--- src/rtl/core/cstm_pkg.sv ---
// Shared types, constants and helpers for the charging statistics monitor.
package cstm_pkg;

  localparam int TEMP_W     = 12;
  localparam int CAP_W      = 16;
  localparam int MV_W       = 16;
  localparam int RUN_W      = 8;
  localparam int ALGO_W     = 8;
  localparam int CNT_W      = 31;
  localparam int IDX_W      = 6;
  localparam int VAL_W      = 32;
  localparam int CFG_IDX_W  = 4;
  localparam int CFG_DATA_W = 16;
  localparam int SENS_N     = 4;
  localparam int ROW_N      = 4;
  localparam int ROW_AW     = $clog2(ROW_N);
  localparam int SUB_W      = $clog2(2 * SENS_N);
  localparam int OUTQ_DEPTH = 4;
  localparam int QAW        = $clog2(OUTQ_DEPTH);
  localparam int PEND_W     = QAW + 1;

  typedef logic signed [TEMP_W-1:0] temp_t;
  typedef logic [2*SENS_N-1:0][TEMP_W-1:0] temp_row_t;

  localparam temp_t TEMP_MAX_RESET = -12'sd300;
  localparam temp_t TEMP_MIN_RESET = 12'sd1000;
  localparam logic [CAP_W-1:0] CAP_MIN_RESET = 16'hFFFF;
  localparam logic [CNT_W-1:0] CNT_LIMIT     = 31'h7FFF_FFFF;
  localparam logic [RUN_W-1:0] RUN_LIMIT     = 8'hFF;

  localparam logic [MV_W-1:0]   OV_MV_RESET      = 16'd4400;
  localparam logic [RUN_W-1:0]  OV_SAMPLES_RESET = 8'd2;
  localparam temp_t             HEAT_LIMIT_RESET = 12'sd800;
  localparam logic [ALGO_W-1:0] ALGO_RESET       = 8'd0;

  localparam logic [CFG_IDX_W-1:0] REG_OV_MV      = 4'd0;
  localparam logic [CFG_IDX_W-1:0] REG_OV_SAMPLES = 4'd1;
  localparam logic [CFG_IDX_W-1:0] REG_HEAT_LIMIT = 4'd2;
  localparam logic [CFG_IDX_W-1:0] REG_ALGO       = 4'd3;

  localparam logic OP_SAMPLE = 1'b0;
  localparam logic OP_READ   = 1'b1;

  localparam logic [1:0] ST_CHARGING     = 2'd0;
  localparam logic [1:0] ST_FULL         = 2'd1;
  localparam logic [1:0] ST_NOT_CHARGING = 2'd2;
  localparam logic [1:0] ST_DISCHARGING  = 2'd3;

  localparam logic [1:0] GF_GOOD      = 2'd0;
  localparam logic [1:0] GF_FULL_FAIL = 2'd1;
  localparam logic [1:0] GF_AGED_FAIL = 2'd2;
  localparam logic [1:0] GF_BOTH_FAIL = 2'd3;

  localparam logic [IDX_W-1:0] STAT_ALGO       = 6'd0;
  localparam logic [IDX_W-1:0] STAT_TEMP_FIRST = 6'd1;
  localparam logic [IDX_W-1:0] STAT_TEMP_LAST  = 6'd32;
  localparam logic [IDX_W-1:0] STAT_CAP_MAX    = 6'd33;
  localparam logic [IDX_W-1:0] STAT_CAP_MIN    = 6'd34;
  localparam logic [IDX_W-1:0] STAT_CAP_MAX_D  = 6'd35;
  localparam logic [IDX_W-1:0] STAT_CAP_MIN_D  = 6'd36;
  localparam logic [IDX_W-1:0] STAT_NOMINAL    = 6'd37;
  localparam logic [IDX_W-1:0] STAT_OVP_CNT    = 6'd38;
  localparam logic [IDX_W-1:0] STAT_OVP_CNT_D  = 6'd39;
  localparam logic [IDX_W-1:0] STAT_HEAT_CNT   = 6'd40;
  localparam logic [IDX_W-1:0] STAT_HEAT_CNT_D = 6'd41;
  localparam logic [IDX_W-1:0] STAT_OV_RUN     = 6'd42;
  localparam logic [IDX_W-1:0] STAT_OVP_FLAG   = 6'd43;
  localparam logic [IDX_W-1:0] STAT_HEAT_FLAG  = 6'd44;

  localparam int CNT_OVP      = 0;
  localparam int CNT_OVP_DAY  = 1;
  localparam int CNT_HEAT     = 2;
  localparam int CNT_HEAT_DAY = 3;

  typedef struct packed {
    logic              operation;
    logic              skip;
    logic [1:0]        charge_status;
    logic [MV_W-1:0]   voltage_mv;
    temp_t             battery_temp;
    temp_t             charger_temp;
    temp_t             wireless_temp;
    temp_t             conn_temp;
    logic [CAP_W-1:0]  full_capacity;
    logic [CAP_W-1:0]  aged_capacity;
    logic [1:0]        gauge_fail;
    logic [IDX_W-1:0]  stat_index;
  } in_item_t;

  typedef struct packed {
    logic signed [VAL_W-1:0] read_value;
    logic                    ovp_tripped;
    logic                    ovp_latched;
    logic                    overheat_counted;
    logic                    sample_skipped;
  } out_item_t;

  typedef struct packed {
    logic                     is_read;
    logic                     rd_temp;
    logic [ROW_N-1:0]         grp_en;
    logic [ROW_AW-1:0]        rd_row;
    logic [SUB_W-1:0]         rd_sub;
    logic [SENS_N-1:0][TEMP_W-1:0] temps;
    out_item_t                res;
  } job_t;

  function automatic temp_row_t reset_row();
    temp_row_t r;
    for (int i = 0; i < 2 * SENS_N; i++) begin
      r[i] = (i % 2 == 1) ? TEMP_MIN_RESET : TEMP_MAX_RESET;
    end
    return r;
  endfunction

endpackage

--- src/rtl/core/cstm_ifs.sv ---
// Valid/ready channel interfaces for sample, result and configuration transfers.
interface cstm_in_if;
  logic               valid;
  logic               ready;
  logic               operation;
  logic               skip;
  logic [1:0]         charge_status;
  logic [15:0]        voltage_mv;
  logic signed [11:0] battery_temp;
  logic signed [11:0] charger_temp;
  logic signed [11:0] wireless_temp;
  logic signed [11:0] conn_temp;
  logic [15:0]        full_capacity;
  logic [15:0]        aged_capacity;
  logic [1:0]         gauge_fail;
  logic [5:0]         stat_index;

  modport source (
    output valid, operation, skip, charge_status, voltage_mv, battery_temp,
           charger_temp, wireless_temp, conn_temp, full_capacity, aged_capacity,
           gauge_fail, stat_index,
    input  ready
  );
  modport sink (
    input  valid, operation, skip, charge_status, voltage_mv, battery_temp,
           charger_temp, wireless_temp, conn_temp, full_capacity, aged_capacity,
           gauge_fail, stat_index,
    output ready
  );
endinterface

interface cstm_out_if;
  logic               valid;
  logic               ready;
  logic signed [31:0] read_value;
  logic               ovp_tripped;
  logic               ovp_latched;
  logic               overheat_counted;
  logic               sample_skipped;

  modport source (
    output valid, read_value, ovp_tripped, ovp_latched, overheat_counted, sample_skipped,
    input  ready
  );
  modport sink (
    input  valid, read_value, ovp_tripped, ovp_latched, overheat_counted, sample_skipped,
    output ready
  );
endinterface

interface cstm_cfg_if;
  logic        valid;
  logic        ready;
  logic [3:0]  reg_index;
  logic [15:0] wdata;

  modport source (output valid, reg_index, wdata, input ready);
  modport sink (input valid, reg_index, wdata, output ready);
endinterface

--- src/rtl/core/cstm_ram.sv ---
// Generic single-write, single-read RAM with registered read data.
module cstm_ram #(
  parameter int WIDTH = 96,
  parameter int DEPTH = 4
) (
  input  logic                     clk,
  input  logic                     we,
  input  logic [$clog2(DEPTH)-1:0] waddr,
  input  logic [WIDTH-1:0]         wdata,
  input  logic [$clog2(DEPTH)-1:0] raddr,
  output logic [WIDTH-1:0]         rdata
);
  logic [WIDTH-1:0] mem [DEPTH];

  always_ff @(posedge clk) begin
    if (we) begin
      mem[waddr] <= wdata;
    end
    rdata <= mem[raddr];
  end
endmodule

--- src/rtl/core/cstm_scalars.sv ---
// Configuration registers, scalar statistics, debounce and per-item job decode.
module cstm_scalars (
  input  logic                              clk,
  input  logic                              rst_n,
  input  logic                              in_fire,
  input  cstm_pkg::in_item_t                item,
  input  logic                              cfg_we,
  input  logic [cstm_pkg::CFG_IDX_W-1:0]    cfg_idx,
  input  logic [cstm_pkg::CFG_DATA_W-1:0]   cfg_data,
  output cstm_pkg::job_t                    job
);
  import cstm_pkg::*;

  logic [MV_W-1:0]   ov_mv_r;
  logic [RUN_W-1:0]  ov_samples_r;
  temp_t             heat_limit_r;
  logic [ALGO_W-1:0] algo_r;
  logic [CAP_W-1:0]  cap_r [4];
  logic [CAP_W-1:0]  cap_nxt [4];
  logic [CAP_W-1:0]  nominal_r, nominal_nxt;
  logic [RUN_W-1:0]  run_r, run_nxt;
  logic              ovp_flag_r, ovp_flag_nxt;
  logic              heat_flag_r, heat_flag_nxt;
  logic [CNT_W-1:0]  cnt_r [4];
  logic [CNT_W-1:0]  cnt_nxt [4];

  logic charging, check_v, sample, trip, heat, full_fail, aged_fail, skipped_s;
  logic [RUN_W-1:0] run_calc;
  logic [IDX_W-1:0] idx_m1;
  logic [VAL_W-1:0] stat_value;
  logic [CAP_W-1:0] cap_full;

  function automatic logic [CNT_W-1:0] sat_inc(input logic [CNT_W-1:0] v);
    return (v == CNT_LIMIT) ? v : v + 31'd1;
  endfunction

  always_comb begin
    charging  = item.charge_status inside {ST_CHARGING, ST_FULL};
    check_v   = charging || (item.charge_status == ST_NOT_CHARGING);
    sample    = in_fire && (item.operation == OP_SAMPLE) && !item.skip;
    if (item.voltage_mv > ov_mv_r) begin
      run_calc = (run_r == RUN_LIMIT) ? run_r : run_r + 8'd1;
    end else begin
      run_calc = '0;
    end
    trip      = check_v && (run_calc >= ov_samples_r) && !ovp_flag_r;
    full_fail = !charging && (item.gauge_fail inside {GF_FULL_FAIL, GF_BOTH_FAIL});
    aged_fail = !charging && (item.gauge_fail == GF_AGED_FAIL);
    skipped_s = full_fail || aged_fail;
    heat      = charging && ($signed(item.conn_temp) > $signed(heat_limit_r)) && !heat_flag_r;
    cap_full  = item.full_capacity;
  end

  always_comb begin
    run_nxt       = run_r;
    ovp_flag_nxt  = ovp_flag_r;
    heat_flag_nxt = heat_flag_r;
    nominal_nxt   = nominal_r;
    for (int i = 0; i < 4; i++) begin
      cap_nxt[i] = cap_r[i];
      cnt_nxt[i] = cnt_r[i];
    end
    if (sample) begin
      if (check_v) begin
        run_nxt = run_calc;
      end
      if (trip) begin
        ovp_flag_nxt         = 1'b1;
        cnt_nxt[CNT_OVP]     = sat_inc(cnt_r[CNT_OVP]);
        cnt_nxt[CNT_OVP_DAY] = sat_inc(cnt_r[CNT_OVP_DAY]);
      end
      if (heat) begin
        heat_flag_nxt         = 1'b1;
        cnt_nxt[CNT_HEAT]     = sat_inc(cnt_r[CNT_HEAT]);
        cnt_nxt[CNT_HEAT_DAY] = sat_inc(cnt_r[CNT_HEAT_DAY]);
      end
      if (!charging && !full_fail) begin
        if (cap_full > cap_r[0]) cap_nxt[0] = cap_full;
        if (cap_full < cap_r[1]) cap_nxt[1] = cap_full;
        if (cap_full > cap_r[2]) cap_nxt[2] = cap_full;
        if (cap_full < cap_r[3]) cap_nxt[3] = cap_full;
        if (item.gauge_fail == GF_GOOD) begin
          nominal_nxt = item.aged_capacity;
        end
      end
    end
  end

  always_ff @(posedge clk) begin
    if (!rst_n) begin
      ov_mv_r      <= OV_MV_RESET;
      ov_samples_r <= OV_SAMPLES_RESET;
      heat_limit_r <= HEAT_LIMIT_RESET;
      algo_r       <= ALGO_RESET;
      cap_r[0]     <= '0;
      cap_r[1]     <= CAP_MIN_RESET;
      cap_r[2]     <= '0;
      cap_r[3]     <= CAP_MIN_RESET;
      nominal_r    <= '0;
      run_r        <= '0;
      ovp_flag_r   <= 1'b0;
      heat_flag_r  <= 1'b0;
      for (int i = 0; i < 4; i++) begin
        cnt_r[i] <= '0;
      end
    end else begin
      if (cfg_we) begin
        case (cfg_idx)
          REG_OV_MV:      ov_mv_r      <= cfg_data[MV_W-1:0];
          REG_OV_SAMPLES: ov_samples_r <= cfg_data[RUN_W-1:0];
          REG_HEAT_LIMIT: heat_limit_r <= cfg_data[TEMP_W-1:0];
          REG_ALGO:       algo_r       <= cfg_data[ALGO_W-1:0];
          default: ;
        endcase
      end
      for (int i = 0; i < 4; i++) begin
        cap_r[i] <= cap_nxt[i];
        cnt_r[i] <= cnt_nxt[i];
      end
      nominal_r   <= nominal_nxt;
      run_r       <= run_nxt;
      ovp_flag_r  <= ovp_flag_nxt;
      heat_flag_r <= heat_flag_nxt;
    end
  end

  always_comb begin
    case (item.stat_index)
      STAT_ALGO:       stat_value = {{(VAL_W-ALGO_W){1'b0}}, algo_r};
      STAT_CAP_MAX:    stat_value = {{(VAL_W-CAP_W){1'b0}}, cap_r[0]};
      STAT_CAP_MIN:    stat_value = {{(VAL_W-CAP_W){1'b0}}, cap_r[1]};
      STAT_CAP_MAX_D:  stat_value = {{(VAL_W-CAP_W){1'b0}}, cap_r[2]};
      STAT_CAP_MIN_D:  stat_value = {{(VAL_W-CAP_W){1'b0}}, cap_r[3]};
      STAT_NOMINAL:    stat_value = {{(VAL_W-CAP_W){1'b0}}, nominal_r};
      STAT_OVP_CNT:    stat_value = {{(VAL_W-CNT_W){1'b0}}, cnt_r[CNT_OVP]};
      STAT_OVP_CNT_D:  stat_value = {{(VAL_W-CNT_W){1'b0}}, cnt_r[CNT_OVP_DAY]};
      STAT_HEAT_CNT:   stat_value = {{(VAL_W-CNT_W){1'b0}}, cnt_r[CNT_HEAT]};
      STAT_HEAT_CNT_D: stat_value = {{(VAL_W-CNT_W){1'b0}}, cnt_r[CNT_HEAT_DAY]};
      STAT_OV_RUN:     stat_value = {{(VAL_W-RUN_W){1'b0}}, run_r};
      STAT_OVP_FLAG:   stat_value = {{(VAL_W-1){1'b0}}, ovp_flag_r};
      STAT_HEAT_FLAG:  stat_value = {{(VAL_W-1){1'b0}}, heat_flag_r};
      default:         stat_value = '0;
    endcase
  end

  always_comb begin
    idx_m1       = item.stat_index - 6'd1;
    job          = '0;
    job.is_read  = (item.operation == OP_READ);
    job.rd_temp  = job.is_read && (item.stat_index >= STAT_TEMP_FIRST)
                   && (item.stat_index <= STAT_TEMP_LAST);
    job.rd_row   = idx_m1[SUB_W+ROW_AW-1:SUB_W];
    job.rd_sub   = idx_m1[SUB_W-1:0];
    job.temps[0] = item.battery_temp;
    job.temps[1] = item.charger_temp;
    job.temps[2] = item.wireless_temp;
    job.temps[3] = item.conn_temp;
    job.res.ovp_latched = ovp_flag_r;
    if (job.is_read) begin
      job.res.read_value = stat_value;
    end else if (item.skip) begin
      job.res.sample_skipped = 1'b1;
    end else begin
      job.grp_en              = {charging, charging, !skipped_s, !skipped_s};
      job.res.ovp_tripped     = trip;
      job.res.ovp_latched     = ovp_flag_r || trip;
      job.res.overheat_counted = heat;
      job.res.sample_skipped  = skipped_s;
    end
  end
endmodule

--- src/rtl/core/cstm_temp_pipe.sv ---
// Temperature extreme rows: row sequencer, RAM read-modify-write and forwarding.
module cstm_temp_pipe (
  input  logic                clk,
  input  logic                rst_n,
  input  logic                in_fire,
  input  cstm_pkg::job_t      job,
  output logic                free,
  output logic                push,
  output cstm_pkg::out_item_t push_item
);
  import cstm_pkg::*;

  logic              a_busy_r, a_busy_nxt;
  job_t              a_job_r;
  logic [ROW_AW-1:0] a_row_r;
  logic              a_last;

  logic              b_valid_r;
  logic              b_last_r;
  logic [ROW_AW-1:0] b_row_r;
  job_t              b_job_r;

  logic              fwd_en_r;
  logic [ROW_AW-1:0] fwd_row_r;
  temp_row_t         fwd_data_r;
  logic [ROW_N-1:0]  row_valid_r;

  temp_row_t         rdata, cur_row, new_row;
  logic              we;
  temp_t             tv, old_max, old_min, sel;

  cstm_ram #(.WIDTH($bits(temp_row_t)), .DEPTH(ROW_N)) u_ram (
    .clk   (clk),
    .we    (we),
    .waddr (b_row_r),
    .wdata (new_row),
    .raddr (a_row_r),
    .rdata (rdata)
  );

  assign a_last     = a_job_r.is_read || (a_row_r == ROW_AW'(ROW_N - 1));
  assign free       = !a_busy_r || a_last;
  assign a_busy_nxt = in_fire || (a_busy_r && !a_last);

  always_ff @(posedge clk) begin
    if (!rst_n) begin
      a_busy_r    <= 1'b0;
      b_valid_r   <= 1'b0;
      fwd_en_r    <= 1'b0;
      row_valid_r <= '0;
    end else begin
      a_busy_r  <= a_busy_nxt;
      b_valid_r <= a_busy_r;
      fwd_en_r  <= we;
      if (we) begin
        row_valid_r[b_row_r] <= 1'b1;
      end
    end
  end

  always_ff @(posedge clk) begin
    if (in_fire) begin
      a_job_r <= job;
      a_row_r <= job.is_read ? job.rd_row : '0;
    end else if (a_busy_r && !a_last) begin
      a_row_r <= a_row_r + 1'b1;
    end
    b_row_r    <= a_row_r;
    b_last_r   <= a_last;
    b_job_r    <= a_job_r;
    fwd_row_r  <= b_row_r;
    fwd_data_r <= new_row;
  end

  always_comb begin
    if (fwd_en_r && (fwd_row_r == b_row_r)) begin
      cur_row = fwd_data_r;
    end else if (row_valid_r[b_row_r]) begin
      cur_row = rdata;
    end else begin
      cur_row = reset_row();
    end
    new_row = cur_row;
    for (int s = 0; s < SENS_N; s++) begin
      tv      = b_job_r.temps[s];
      old_max = cur_row[2*s];
      old_min = cur_row[2*s+1];
      if (tv > old_max) new_row[2*s] = tv;
      if (tv < old_min) new_row[2*s+1] = tv;
    end
    we = b_valid_r && !b_job_r.is_read && b_job_r.grp_en[b_row_r];
  end

  always_comb begin
    sel       = cur_row[b_job_r.rd_sub];
    push      = b_valid_r && b_last_r;
    push_item = b_job_r.res;
    if (b_job_r.rd_temp) begin
      push_item.read_value = {{(VAL_W-TEMP_W){sel[TEMP_W-1]}}, sel};
    end
  end
endmodule

--- src/rtl/core/cstm_out_queue.sv ---
// Small result queue between the row pipeline and the output channel.
module cstm_out_queue (
  input  logic                clk,
  input  logic                rst_n,
  input  logic                push,
  input  cstm_pkg::out_item_t push_item,
  input  logic                pop,
  output logic                out_valid,
  output cstm_pkg::out_item_t out_item
);
  import cstm_pkg::*;

  out_item_t         slot_r [OUTQ_DEPTH];
  logic [QAW-1:0]    wr_ptr_r, rd_ptr_r;
  logic [PEND_W-1:0] count_r;

  assign out_valid = (count_r != '0);
  assign out_item  = slot_r[rd_ptr_r];

  always_ff @(posedge clk) begin
    if (!rst_n) begin
      wr_ptr_r <= '0;
      rd_ptr_r <= '0;
      count_r  <= '0;
    end else begin
      if (push) begin
        wr_ptr_r <= wr_ptr_r + 1'b1;
      end
      if (pop) begin
        rd_ptr_r <= rd_ptr_r + 1'b1;
      end
      count_r <= count_r + PEND_W'(push) - PEND_W'(pop);
    end
  end

  always_ff @(posedge clk) begin
    if (push) begin
      slot_r[wr_ptr_r] <= push_item;
    end
  end
endmodule

--- src/rtl/core/charging_statistics_monitor.sv ---
// Charging statistics monitor top level.
// Results pass the row stage, the RAM read stage and the result queue, in that order.
// A sample makes one pass per temperature group row through the single RAM port first;
// read items one per cycle when no sample holds the port, up to 4 results outstanding.
// Reset: registers take their defaults at once; RAM rows are marked invalid and read as
// reset extremes until first written, so there is no clearing pass.
module charging_statistics_monitor (
  input  logic   clk,
  input  logic   rst_n,
  cstm_in_if.sink    in_chan,
  cstm_out_if.source out_chan,
  cstm_cfg_if.sink   cfg_chan
);
  import cstm_pkg::*;

  in_item_t          item;
  job_t              job;
  out_item_t         push_item, out_item;
  logic              in_fire, out_fire, cfg_fire, free, push;
  logic [PEND_W-1:0] pending_r;

  assign item.operation     = in_chan.operation;
  assign item.skip          = in_chan.skip;
  assign item.charge_status = in_chan.charge_status;
  assign item.voltage_mv    = in_chan.voltage_mv;
  assign item.battery_temp  = in_chan.battery_temp;
  assign item.charger_temp  = in_chan.charger_temp;
  assign item.wireless_temp = in_chan.wireless_temp;
  assign item.conn_temp     = in_chan.conn_temp;
  assign item.full_capacity = in_chan.full_capacity;
  assign item.aged_capacity = in_chan.aged_capacity;
  assign item.gauge_fail    = in_chan.gauge_fail;
  assign item.stat_index    = in_chan.stat_index;

  assign in_chan.ready  = free && (pending_r < PEND_W'(OUTQ_DEPTH));
  assign in_fire        = in_chan.valid && in_chan.ready;
  assign out_fire       = out_chan.valid && out_chan.ready;
  assign cfg_chan.ready = 1'b1;
  assign cfg_fire       = cfg_chan.valid && cfg_chan.ready;

  always_ff @(posedge clk) begin
    if (!rst_n) begin
      pending_r <= '0;
    end else begin
      pending_r <= pending_r + PEND_W'(in_fire) - PEND_W'(out_fire);
    end
  end

  cstm_scalars u_scalars (
    .clk      (clk),
    .rst_n    (rst_n),
    .in_fire  (in_fire),
    .item     (item),
    .cfg_we   (cfg_fire),
    .cfg_idx  (cfg_chan.reg_index),
    .cfg_data (cfg_chan.wdata),
    .job      (job)
  );

  cstm_temp_pipe u_temp_pipe (
    .clk       (clk),
    .rst_n     (rst_n),
    .in_fire   (in_fire),
    .job       (job),
    .free      (free),
    .push      (push),
    .push_item (push_item)
  );

  cstm_out_queue u_out_queue (
    .clk       (clk),
    .rst_n     (rst_n),
    .push      (push),
    .push_item (push_item),
    .pop       (out_fire),
    .out_valid (out_chan.valid),
    .out_item  (out_item)
  );

  assign out_chan.read_value       = out_item.read_value;
  assign out_chan.ovp_tripped      = out_item.ovp_tripped;
  assign out_chan.ovp_latched      = out_item.ovp_latched;
  assign out_chan.overheat_counted = out_item.overheat_counted;
  assign out_chan.sample_skipped   = out_item.sample_skipped;
endmodule

--- src/flat_wrapper.sv ---
// flat-port wrapper written by rule: the top's interface ports become plain ports
module charging_statistics_monitor_flat import cstm_pkg::*;
  (clk, rst_n, in_chan_valid, in_chan_operation, in_chan_skip, in_chan_charge_status, in_chan_voltage_mv, in_chan_battery_temp, in_chan_charger_temp, in_chan_wireless_temp, in_chan_conn_temp, in_chan_full_capacity, in_chan_aged_capacity, in_chan_gauge_fail, in_chan_stat_index, in_chan_ready, out_chan_valid, out_chan_read_value, out_chan_ovp_tripped, out_chan_ovp_latched, out_chan_overheat_counted, out_chan_sample_skipped, out_chan_ready, cfg_chan_valid, cfg_chan_reg_index, cfg_chan_wdata, cfg_chan_ready);
  cstm_in_if in_chan_i ();
  cstm_out_if out_chan_i ();
  cstm_cfg_if cfg_chan_i ();
  input  logic clk;
  input  logic rst_n;
  input wire logic [$bits(in_chan_i.valid)-1:0] in_chan_valid;
  input wire logic [$bits(in_chan_i.operation)-1:0] in_chan_operation;
  input wire logic [$bits(in_chan_i.skip)-1:0] in_chan_skip;
  input wire logic [$bits(in_chan_i.charge_status)-1:0] in_chan_charge_status;
  input wire logic [$bits(in_chan_i.voltage_mv)-1:0] in_chan_voltage_mv;
  input wire logic [$bits(in_chan_i.battery_temp)-1:0] in_chan_battery_temp;
  input wire logic [$bits(in_chan_i.charger_temp)-1:0] in_chan_charger_temp;
  input wire logic [$bits(in_chan_i.wireless_temp)-1:0] in_chan_wireless_temp;
  input wire logic [$bits(in_chan_i.conn_temp)-1:0] in_chan_conn_temp;
  input wire logic [$bits(in_chan_i.full_capacity)-1:0] in_chan_full_capacity;
  input wire logic [$bits(in_chan_i.aged_capacity)-1:0] in_chan_aged_capacity;
  input wire logic [$bits(in_chan_i.gauge_fail)-1:0] in_chan_gauge_fail;
  input wire logic [$bits(in_chan_i.stat_index)-1:0] in_chan_stat_index;
  output wire logic [$bits(in_chan_i.ready)-1:0] in_chan_ready;
  output wire logic [$bits(out_chan_i.valid)-1:0] out_chan_valid;
  output wire logic [$bits(out_chan_i.read_value)-1:0] out_chan_read_value;
  output wire logic [$bits(out_chan_i.ovp_tripped)-1:0] out_chan_ovp_tripped;
  output wire logic [$bits(out_chan_i.ovp_latched)-1:0] out_chan_ovp_latched;
  output wire logic [$bits(out_chan_i.overheat_counted)-1:0] out_chan_overheat_counted;
  output wire logic [$bits(out_chan_i.sample_skipped)-1:0] out_chan_sample_skipped;
  input wire logic [$bits(out_chan_i.ready)-1:0] out_chan_ready;
  input wire logic [$bits(cfg_chan_i.valid)-1:0] cfg_chan_valid;
  input wire logic [$bits(cfg_chan_i.reg_index)-1:0] cfg_chan_reg_index;
  input wire logic [$bits(cfg_chan_i.wdata)-1:0] cfg_chan_wdata;
  output wire logic [$bits(cfg_chan_i.ready)-1:0] cfg_chan_ready;
  assign in_chan_i.valid = in_chan_valid;
  assign in_chan_i.operation = in_chan_operation;
  assign in_chan_i.skip = in_chan_skip;
  assign in_chan_i.charge_status = in_chan_charge_status;
  assign in_chan_i.voltage_mv = in_chan_voltage_mv;
  assign in_chan_i.battery_temp = in_chan_battery_temp;
  assign in_chan_i.charger_temp = in_chan_charger_temp;
  assign in_chan_i.wireless_temp = in_chan_wireless_temp;
  assign in_chan_i.conn_temp = in_chan_conn_temp;
  assign in_chan_i.full_capacity = in_chan_full_capacity;
  assign in_chan_i.aged_capacity = in_chan_aged_capacity;
  assign in_chan_i.gauge_fail = in_chan_gauge_fail;
  assign in_chan_i.stat_index = in_chan_stat_index;
  assign in_chan_ready = in_chan_i.ready;
  assign out_chan_valid = out_chan_i.valid;
  assign out_chan_read_value = out_chan_i.read_value;
  assign out_chan_ovp_tripped = out_chan_i.ovp_tripped;
  assign out_chan_ovp_latched = out_chan_i.ovp_latched;
  assign out_chan_overheat_counted = out_chan_i.overheat_counted;
  assign out_chan_sample_skipped = out_chan_i.sample_skipped;
  assign out_chan_i.ready = out_chan_ready;
  assign cfg_chan_i.valid = cfg_chan_valid;
  assign cfg_chan_i.reg_index = cfg_chan_reg_index;
  assign cfg_chan_i.wdata = cfg_chan_wdata;
  assign cfg_chan_ready = cfg_chan_i.ready;
  charging_statistics_monitor u_core (.clk(clk), .rst_n(rst_n), .in_chan(in_chan_i), .out_chan(out_chan_i), .cfg_chan(cfg_chan_i));
endmodule
--- config.mk ---
export PLATFORM = sky130hd
export DESIGN_NAME = charging_statistics_monitor_flat
export DESIGN_NICKNAME = d
export VERILOG_FILES = /design/src/rtl/core/cstm_pkg.sv /design/src/rtl/core/cstm_ifs.sv /design/src/rtl/core/cstm_ram.sv /design/src/rtl/core/cstm_scalars.sv /design/src/rtl/core/cstm_temp_pipe.sv /design/src/rtl/core/cstm_out_queue.sv /design/src/rtl/core/charging_statistics_monitor.sv /design/src/flat_wrapper.sv
export SDC_FILE = /design/constraint.sdc
export NUM_CORES = 2
export LEC_CHECK = 0
export BUFFER_PORTS_ARGS = -buffer_cell sky130_fd_sc_hd__buf_2
export CORE_ASPECT_RATIO = 1.4
export CORE_MARGIN = 3
export CORE_UTILIZATION = 60
export DETAILED_ROUTE_END_ITERATION = 12
export PLACE_DENSITY_LB_ADDON = 0.05
export SYNTH_ARGS = -nofsm -noshare
export SYNTH_HDL_FRONTEND = slang
export SYNTH_SLANG_ARGS = --single-unit
--- constraint.sdc ---
create_clock -name clk -period 6.1 [get_ports clk]
set_clock_uncertainty 0.05 [all_clocks]
set_input_delay 0.61 -clock clk [delete_from_list [all_inputs] [get_ports clk]]
set_output_delay 0.61 -clock clk [all_outputs]
set_load 0.01 [all_outputs]
==> metrics.md <==
| Metric | Value |
|---|---|
| Status | finished, final reports clean |
| Max-slew headroom | 0.2054 |
| Vias in the first global route | 31,541 |
| Initial antenna violation count | 8 |
| Row Count | 123 |
| DRT iter0 DRCs | 2,489 |
| Syn nets | 4,251 |
| Hold Buf Count CTS | 0 |
| First-pass GRT wire length | 185,000 microns |
| Slew of the pin with the lowest slew margin | 1186 ps |
| Ys Warns | 0 |
| CTS tree | yes |
| Synth Area in XOR/XNOR | 0.008508 |
| Commonest non-fill, non-tap cell in the layout | edfxtp_1 |
| Mux cell area share after synthesis | 0.1025 |
| Fin crit period | 4777 ps |
| Root Driver | clkbuf_16 |
| Delay-heaviest family, CP | simple AND/OR/NAND/NOR gates |
| Maximum fanout along the worst path | 27 |
| Gr usage total | 0.2872 |
| Distinct cells, synth | 79 |
| Sequential Power Share | 0.501 |
| Port bufs | 170 |
| Post-Synth Simple-Gate Area | 0.1034 |
| Core Area | 80,800 sq um |
| Post-synthesis adder-cell area fraction | 0.05406 |
| Num CTS Buffers | 106 |
| Most frequent cells in the layout | edfxtp_1, dfxtp_1, nand2_1 |
| Post-CTS sizing | 0 |
| Critical Path Sink Type | flop |
| H-tree depth | 3 |
| Async S/R FF share, synth | 0 |
| Largest net degree at the start of global routing | 99 |
| Final net count | 4,396 |
| R2r startpoint | u_core.u_scalars.ov_mv_r[9] |
| Average wire per standard cell | 23.48 microns |
| M2 GR Usage | 0.5181 |
| R2r setup slk | 1320 ps |
| Post-synth EDFFs | 620 |
| Final HPWL DP | 84,710 microns |
| Setup crit start kind | flop |
| Total number of vias | 31,873 |
| Crit-path cells | inv_1, ha_1, a21o_1, a21o_1, a221o_1, a221o_1, o21ai_1, buf_4, a31oi_1, o21a_1, ha_1, o21ai_0, nand2b_1, nand3_1, or4_1, or4_1, a21oi_1 |
| Seq/Total Area, Yosys | 0.6089 |
| Clock-pin slew on the worst setup and hold paths | 60 ps |
| Hold Path Sink | u_core.u_temp_pipe.a_job_r[50] |
| Final wirelength | 122,300 microns |
| Max Cap Viol | 0 |
| Power density cells | 347.3 nW/um^2 |
| Top Usage Layer GRT | met2 |
| Util after Layout | 0.6769 |
| Clock sink count | 1,184 |
| Kind of critical path | flop to flop |
| Number of remaining DRC errors | 0 |
| Latest clock arrival within the worst-skew pair | 680 ps |
| Final Hold Violating Endpoints | 0 |
| CP arrival | 5330 ps |
| Hold Path Class | input port to flop |
| Switch share | 0.2498 |
| Fin. max-slew vios | 0 |
| VDD IR max | 0.2802 mV |
| Combinational Power Share | 0.134 |
| Period utilisation layout | 0.7832 |
| CP required | 6650 ps |
| Width of the chip | 247.8 microns |
| Starting Density | 0.6079 |
| RSZ-0062 raised after global routing | no |
| Total negative slack | 0 ps |
| Gpl congestion | 0.9259 |
| Flops & latches, synth | 1,184 |
| Worst path slowest cell | or4_1 |
| Drt pass-1 iters | 7 |
| Setup WS post-layout | 1323 ps |
| Cells after synthesis | 3,907 |
| Synth Area in Compound Gates | 0.09018 |
| Met1 Usage GRT | 0.3322 |
| Die Footprint | 85,380 sq um |
| Synth Flop Type | edfxtp_1 |
| IO Pins | 172 |
| Antenna viol nets, final | 0 |
| Fmax | 209.3 MHz |
| Pleak | 20.71 nW |
| Int Pwr | 0.01425 W |
| Clk pwr share | 0.364 |
| P&R area growth vs syn | 11.35% |
| Worst hold stages | 1 |
| CP peak stage delay | 940 ps |
| Reg2Reg Depth | 17 |
| Pre-CTS setup slack | 1012 ps |
| Final setup fails | 0 |
| Reg2reg end | u_core.u_scalars.cnt_r[0][25] |
| Filler instances | 6,006 |
| Min-delay src | in_chan_charger_temp[2] |
| CP bufs+invs | 2 |
| Via/cell ratio | 6.120 |
| Met3 usage | 0.03686 |
| Syn avg cell area | 12.57 sq um |
| Share of cells above drive strength 1 | 0.1394 |
| Die Ht | 344.5 microns |
| Post-CTS setup buffers | 0 |
| Total congestion overflow | 0 |
| Synthesized cell area | 49,120 sq um |
| Largest buffer count on any clock path | 3 |
| P_sw | 0.004744 W |
| Largest family of logic cells by synthesized area | simple AND/OR/NAND/NOR gates |
## stage by stage
| stage | instances | hold slack, ps | area, sq um | power, W |
|---|---|---|---|---|
| 3_5_place_dp | 5006 | 276.9 | 51070 | 0.01226 |
| 5_1_grt | 5208 | 26.86 | 54690 | 0.01967 |
| 6_report | 5208 | 53.24 | 54690 | 0.01899 |
| 3_3_place_gp | 5006 | 274.0 | 51070 | 0.01222 |
| 2_1_floorplan | 3907 | 273.3 | 49120 | 0.01136 |
| 4_1_cts | 5207 | 10.86 | 54690 | 0.01914 |
## cells by family after synthesis
kind of cell / after synthesis
multiplexers: 333
other: 1
AND/OR/NAND/NOR: 1055
AO/OA/AOI/OAI: 670
buffers and inverters: 407
adder cells (fa/ha/maj): 211
flip-flops: 1184
XOR/XNOR: 46
## layout make-up
cell class	count	area [sq um]	area share
Inverter	217	822.0	0.01503
Antenna cell	1	2.502	0.00004576
Multi-Input combinational cell	2316	17690	0.3235
Clock buffer	141	2895	0.05294
Clock inverter	60	723.2	0.01322
Tap cell	1062	1329	0.02430
Timing Repair Buffer	227	1319	0.02411
Sequential cell	1184	29910	0.5469
## power groups by stage
stage                     Sequential, W  Clock (W)  Combinational [W]
after floorplan                 0.00955          0            0.00180
after global placement          0.00968          0            0.00254
after detailed placement        0.00968          0            0.00258
after CTS                       0.00952    0.00703            0.00259
after global routing            0.00957    0.00732            0.00279
final                           0.00952    0.00692            0.00255
## per-layer routing
layer / routed length [microns] / vias to the layer above / part of all wire
met5: 65 / - / 0.00053
met4: 7159 / 10 / 0.059
met3: 5732 / 317 / 0.047
met2: 64010 / 950 / 0.52
met1: 45320 / 15727 / 0.37
li1: - / 14869 / -
## cell usage after synthesis, types with 20 or more instances
| cell | instances | area [sq um] |
|---|---|---|
| nor4_1 | 20 | 125.1 |
| o211ai_1 | 20 | 150.1 |
| nand2_1 | 301 | 1130 |
| and2_1 | 24 | 150.1 |
| mux2i_1 | 189 | 1892 |
| mux4_2 | 135 | 3040 |
| buf_1 | 27 | 101.4 |
| and3_1 | 61 | 381.6 |
| ha_1 | 209 | 2615 |
| xnor2_1 | 24 | 210.2 |
| a222oi_1 | 46 | 460.4 |
| o22ai_1 | 33 | 206.5 |
| nand3_1 | 84 | 420.4 |
| o21ai_0 | 118 | 590.6 |
| a31oi_1 | 21 | 131.4 |
| nor3_1 | 41 | 205.2 |
| nand4_1 | 72 | 450.4 |
| buf_2 | 31 | 155.2 |
| edfxtp_1 | 620 | 18620 |
| or3_1 | 47 | 294.0 |
| nand2b_1 | 38 | 237.7 |
| dfxtp_1 | 564 | 11290 |
| clkbuf_1 | 128 | 480.5 |
| xor2_1 | 20 | 175.2 |
| a21o_1 | 71 | 533.0 |
| inv_1 | 216 | 810.8 |
| a21oi_1 | 197 | 986.0 |
| or4_1 | 28 | 210.2 |
| nor2_1 | 289 | 1085 |
## registers in the layout, indices dropped and copies added (netlist names), 4 cells and up, named ones only
register and count:
u_core.u_scalars.ov_samples_r 8, u_core.u_scalars.cap_r 64, u_core.u_out_queue.slot_r 144, u_core.u_temp_pipe.u_ram.mem 384, u_core.u_temp_pipe.tv 12, u_core.u_temp_pipe.push_item 4, u_core.u_scalars.algo_r 8, u_core.u_scalars.ov_mv_r 16
u_core.u_temp_pipe.a_job_r 90, u_core.u_temp_pipe.row_valid_r 4, u_core.u_scalars.heat_limit_r 12, u_core.u_scalars.run_r 8, u_core.u_temp_pipe.b_job_r 74, u_core.u_scalars.cnt_r 124, u_core.u_scalars.nominal_r 16, u_core.u_temp_pipe.u_ram.rdata 96
u_core.u_temp_pipe.fwd_data_r 96
## worst max path at each step
stage / start / endpoint / slack, ps / depth (start not counted)
6_report: u_core.u_scalars.ov_mv_r[9] / u_core.u_scalars.cnt_r[0][25] / 1320 / 17
3_5_place_dp: in_chan_voltage_mv[9] / u_core.u_scalars.cnt_r[0][27] / 1010 / 17
2_1_floorplan: u_core.u_temp_pipe.b_row_r[1] / u_core.u_temp_pipe.u_ram.mem[1][0] / 820 / 4
5_1_grt: u_core.u_scalars.ov_mv_r[9] / u_core.u_scalars.cnt_r[0][27] / 1080 / 17
4_1_cts: u_core.u_scalars.ov_mv_r[9] / u_core.u_scalars.cnt_r[0][27] / 1330 / 17
3_3_place_gp: in_chan_voltage_mv[9] / u_core.u_scalars.cnt_r[0][17] / 1070 / 17
Power figures use the tool's default switching activity.
